$ cat src/sv/pcr_pkg.sv
// Shared constants and types for the palette color remap block.
package pcr_pkg;

  localparam int ENTRIES = 256;
  localparam int RGB_W   = 24;
  localparam int ALPHA_W = 8;
  localparam int CMD_W   = 2;

  localparam logic [CMD_W-1:0] CMD_CLEAR = 2'd0;
  localparam logic [CMD_W-1:0] CMD_LOAD  = 2'd1;
  localparam logic [CMD_W-1:0] CMD_PIXEL = 2'd2;

  typedef logic [RGB_W-1:0]   rgb_t;
  typedef logic [ALPHA_W-1:0] alpha_t;
  typedef logic [CMD_W-1:0]   cmd_t;

  // A lookup request walking down the row of table cells.
  typedef struct packed {
    logic act;      // a request occupies this stage
    logic is_load;  // load request; otherwise a pixel lookup
    rgb_t color;    // key to find or insert
    rgb_t repl;     // replacement color for a load
    alpha_t alpha;  // pixel alpha
    logic hit;      // key was found in an earlier cell
    logic done;     // key was found, or load was stored, in an earlier cell
    rgb_t hit_val;  // value of the matching entry
  } probe_t;

endpackage

$ cat src/sv/pcr_cell.sv
// One table entry: stores a key/value pair and passes the request on.
module pcr_cell import pcr_pkg::*; (
  input  logic   clk,
  input  logic   rst_n,
  input  logic   clear,
  input  probe_t probe_i,
  output probe_t probe_o
);

  logic   valid_r;
  rgb_t   key_r;
  rgb_t   val_r;
  probe_t probe_r;
  probe_t probe_nxt;
  logic   match;
  logic   place;

  // Entries fill from the front, so the first empty cell ends any search.
  assign match = probe_i.act && valid_r && !probe_i.hit && (key_r == probe_i.color);
  assign place = probe_i.act && probe_i.is_load && !valid_r && !probe_i.hit && !probe_i.done;

  always_comb begin
    probe_nxt = probe_i;
    if (match) begin
      probe_nxt.hit     = 1'b1;
      probe_nxt.done    = 1'b1;
      probe_nxt.hit_val = val_r;
    end else if (place) begin
      probe_nxt.done = 1'b1;
    end
  end

  always_ff @(posedge clk) begin
    if (!rst_n) begin
      valid_r <= 1'b0;
    end else if (clear) begin
      valid_r <= 1'b0;
    end else if (place) begin
      valid_r <= 1'b1;
    end
  end

  always_ff @(posedge clk) begin
    if (place) begin
      key_r <= probe_i.color;
      val_r <= probe_i.repl;
    end else if (match && probe_i.is_load) begin
      val_r <= probe_i.repl;
    end
  end

  always_ff @(posedge clk) begin
    if (!rst_n) begin
      probe_r.act <= 1'b0;
    end else begin
      probe_r.act <= probe_nxt.act;
    end
  end

  always_ff @(posedge clk) begin
    probe_r.is_load <= probe_nxt.is_load;
    probe_r.color   <= probe_nxt.color;
    probe_r.repl    <= probe_nxt.repl;
    probe_r.alpha   <= probe_nxt.alpha;
    probe_r.hit     <= probe_nxt.hit;
    probe_r.done    <= probe_nxt.done;
    probe_r.hit_val <= probe_nxt.hit_val;
  end

  assign probe_o = probe_r;

endmodule

$ cat config.mk
export PLATFORM = sky130hd
export DESIGN_NAME = pcr_cell
export DESIGN_NICKNAME = d
export VERILOG_FILES = /design/src/sv/pcr_pkg.sv /design/src/sv/pcr_cell.sv
export SDC_FILE = /design/constraint.sdc
export NUM_CORES = 1
export LEC_CHECK = 0
export ABC_AREA = 1
export BUFFER_PORTS_ARGS = -buffer_cell sky130_fd_sc_hd__buf_2
export CELL_PAD_IN_SITES_DETAIL_PLACEMENT = 1
export CELL_PAD_IN_SITES_GLOBAL_PLACEMENT = 2
export CORE_ASPECT_RATIO = 0.9
export CORE_MARGIN = 4
export CORE_UTILIZATION = 29
export DETAILED_ROUTE_END_ITERATION = 7
export PLACE_DENSITY = 0.83
export SETUP_SLACK_MARGIN = 0.02
export SLEW_MARGIN = 30
export SYNTH_ARGS = -nofsm -noshare
export SYNTH_HDL_FRONTEND = slang
export SYNTH_SLANG_ARGS = --single-unit
$ cat constraint.sdc
create_clock -name clk -period 4.7 [get_ports clk]
set_input_delay 0.47 -clock clk [delete_from_list [all_inputs] [get_ports clk]]
set_output_delay 0.47 -clock clk [all_outputs]
set_load 0.03 [all_outputs]
==> results.ini <==
[routing]
routed_via_density=4.16
drc=0
drtIter0Drc=95
post_drt_wl_per_cell_um=14.5
routed_wirelength_um=9960
drt_first_pass_iters=4
via_count=2849
ant_nets=0

[timing]
finalClockSkew_ns=0.00952
tightest_slew_ns=0.666
post-route-worst-setup-slack_ns=2.26
totalNegativeSetupSlack_ns=0
timing.final.crit_share=0.519
hold_viol=0
report.final.setup_viol=0
timing.fmax_mhz=410
rsz0062_at_grt=no
slew_violations=0
relSlewSlack=0.555
finalCriticalPeriod_ns=2.44

[pwr]
power.leakage_nw=2.66
vdd_drop_max_v=0.000276
report.power.total_mw=2.69
power.share.sequential=0.466
switching_power_mw=0.634
netSwitchingFraction=0.235
clkPwrFrac=0.459
power.share.combinational=0.074
internal_power_mw=2.06
p_per_area_nw_per_um2=482

[clocking]
post_cts.repair.setup_buffers=0
cts.reportedPaths.clkPinSlew_ns=0.06
hold_buffers=0
clock-sinks=133
cts-buffers-inserted=17
cts_root_buffer=sky130_fd_sc_hd__clkbuf_16
clock_tree_from_tritoncts=yes
htree_depth=4
postCtsResizedCells=0
latest_clock_arrival_within_the_worst_skew_pair_ns=0.41
cts_buffer_depth=2

[synth]
post_synth.cell_area_avg_um2=12.5
netlist_area_um2=3990
ys_seq_area_frac=0.787
yosysWarningCount=0
synth_nets=407
synth-seq-cells=133
netlist-cell-type-count=16
synth_area_leader_cell=sky130_fd_sc_hd__dfxtp_1
postSynthCellCount=320
synth.area.top_cells=sky130_fd_sc_hd__dfxtp_1, sky130_fd_sc_hd__edfxtp_1, sky130_fd_sc_hd__nand2_1
post-synth-top-area-fraction=0.426

[grt]
grt_antenna_before_repair=0
global_route_wire_length_before_repair_um=15900
grt_remaining_overflow=0
track_usage=0.132
grt_max_degree=27
first_global_vias=3122

[floorplan]
die_height_um=119
coreArea_um2=13400
placementRows=40
io-pin-count=171
die_x_um=132
initial_core_utilization=0.298
total_die_area_um2=15700

[cells_and_area]
layout.cells.most_common=sky130_fd_sc_hd__buf_2
mostFrequentLayoutCells=sky130_fd_sc_hd__buf_2, sky130_fd_sc_hd__nand2_1, sky130_fd_sc_hd__dfxtp_1, sky130_fd_sc_hd__edfxtp_1, sky130_fd_sc_hd__inv_1
syn_to_final_growth_pct=39.9
final_nets=591
post_layout_nonfiller_instances=685
drive_above_1_share=0.400
num_antenna_cells=0

[placement]
dp_slack_ns=1.69
hpwl_um=7260
place_inst=653
buffer_ports.inserted=170
place.gp.congestion=0.683

[worst_setup_path]
end_kind=flop
required_ns=4.74
criticalPathCategory=flop to flop
worst-path-max-fanout=26
timing.critical_path.arrival_ns=2.48
startpoint_type=flop

[outcome]
status=completed

[job]
maxCapViolations=0

[min_path]
min_path_type=primary input to flop

[Yosys cell counts (all sizes together)]
cell type,n
buf,6
dfxtp,85
edfxtp,48
inv,28
nand2,94
nand3,27
nor2,17
nor4,1
o21ai,2
xnor2,9
xor2,3
[metal layers]
layer	global-route usage	wire (µm)	vias to the layer above
met5	0	0	-
met3	0.0667	872	12
li1	-	-	1391
met1	0.146	3980	1343
met2	0.220	4980	103
met4	0.0479	129	0
[critical path, cell delays in order, from the launching register on]
cell                      delay [ns]
sky130_fd_sc_hd__dfxtp_1        0.38
sky130_fd_sc_hd__nand2_1        0.06
sky130_fd_sc_hd__nor2_1         0.09
sky130_fd_sc_hd__nand3_1        0.08
sky130_fd_sc_hd__nor2_1         0.16
sky130_fd_sc_hd__nand2_1        0.11
sky130_fd_sc_hd__nor2_4         0.52
sky130_fd_sc_hd__nand3_1        0.18
sky130_fd_sc_hd__nand2_2        0.47
[cells by family (layout without fill, tap and decap cells)]
logic type / after synthesis / in the layout / share of synthesized area
AND/OR/NAND/NOR: 139 / 139 / 0.145
flip-flops: 133 / 133 / 0.787
buffers and inverters: 34 / 231 / 0.0382
AO/OA/AOI/OAI: 2 / 2 / 0.00251
XOR/XNOR: 12 / 12 / 0.0263
[power by group through the flow]
stage | clock [mW] | sequential [mW] | combinational, mW
final | 1.24 | 1.25 | 0.200
after global routing | 1.33 | 1.26 | 0.217
after CTS | 1.27 | 1.26 | 0.204
after detailed placement | 0 | 1.28 | 0.203
after global placement | 0 | 1.28 | 0.199
after floorplan | 0 | 1.36 | 0.0280
[state kept, by name, indices dropped and copies added (netlist names)]
register and count:
key_r 24, val_r 24, probe_o 84, valid_r 1
[layout make-up]
class / count / area (µm²)
Inverter: 28 / 105
Tap cell: 168 / 210
Sequential cell: 133 / 3140
Timing Repair Buffer: 171 / 858
Clock buffer: 22 / 495
Multi-Input combinational cell: 153 / 704
Fill cell: 1527 / 7830
Clock inverter: 10 / 67.6
[through the flow]
stage                      util  hold slack, ns  cell area (µm²)
final                     0.416           0.162             5580
after global routing      0.416           0.133             5580
after CTS                 0.416           0.140             5580
after detailed placement  0.374           0.465             5020
after global placement    0.374           0.462             5020
after floorplan               -           0.449             3990
[path summary, 6_finish.rpt]
check	from	end	slack, ns	cells after the start
min reg2reg	val_r[4]$_DFFE_PP_	probe_o[4]$_DFF_P_	0.47	2
max reg2reg	valid_r$_SDFFE_PP0P_	val_r[9]$_DFFE_PP_	2.26	8
max	valid_r$_SDFFE_PP0P_	val_r[9]$_DFFE_PP_	2.26	8
min	probe_i[28]	probe_o[28]$_DFF_P_	0.16	1
No activity file was read; power rests on OpenSTA's default activity.
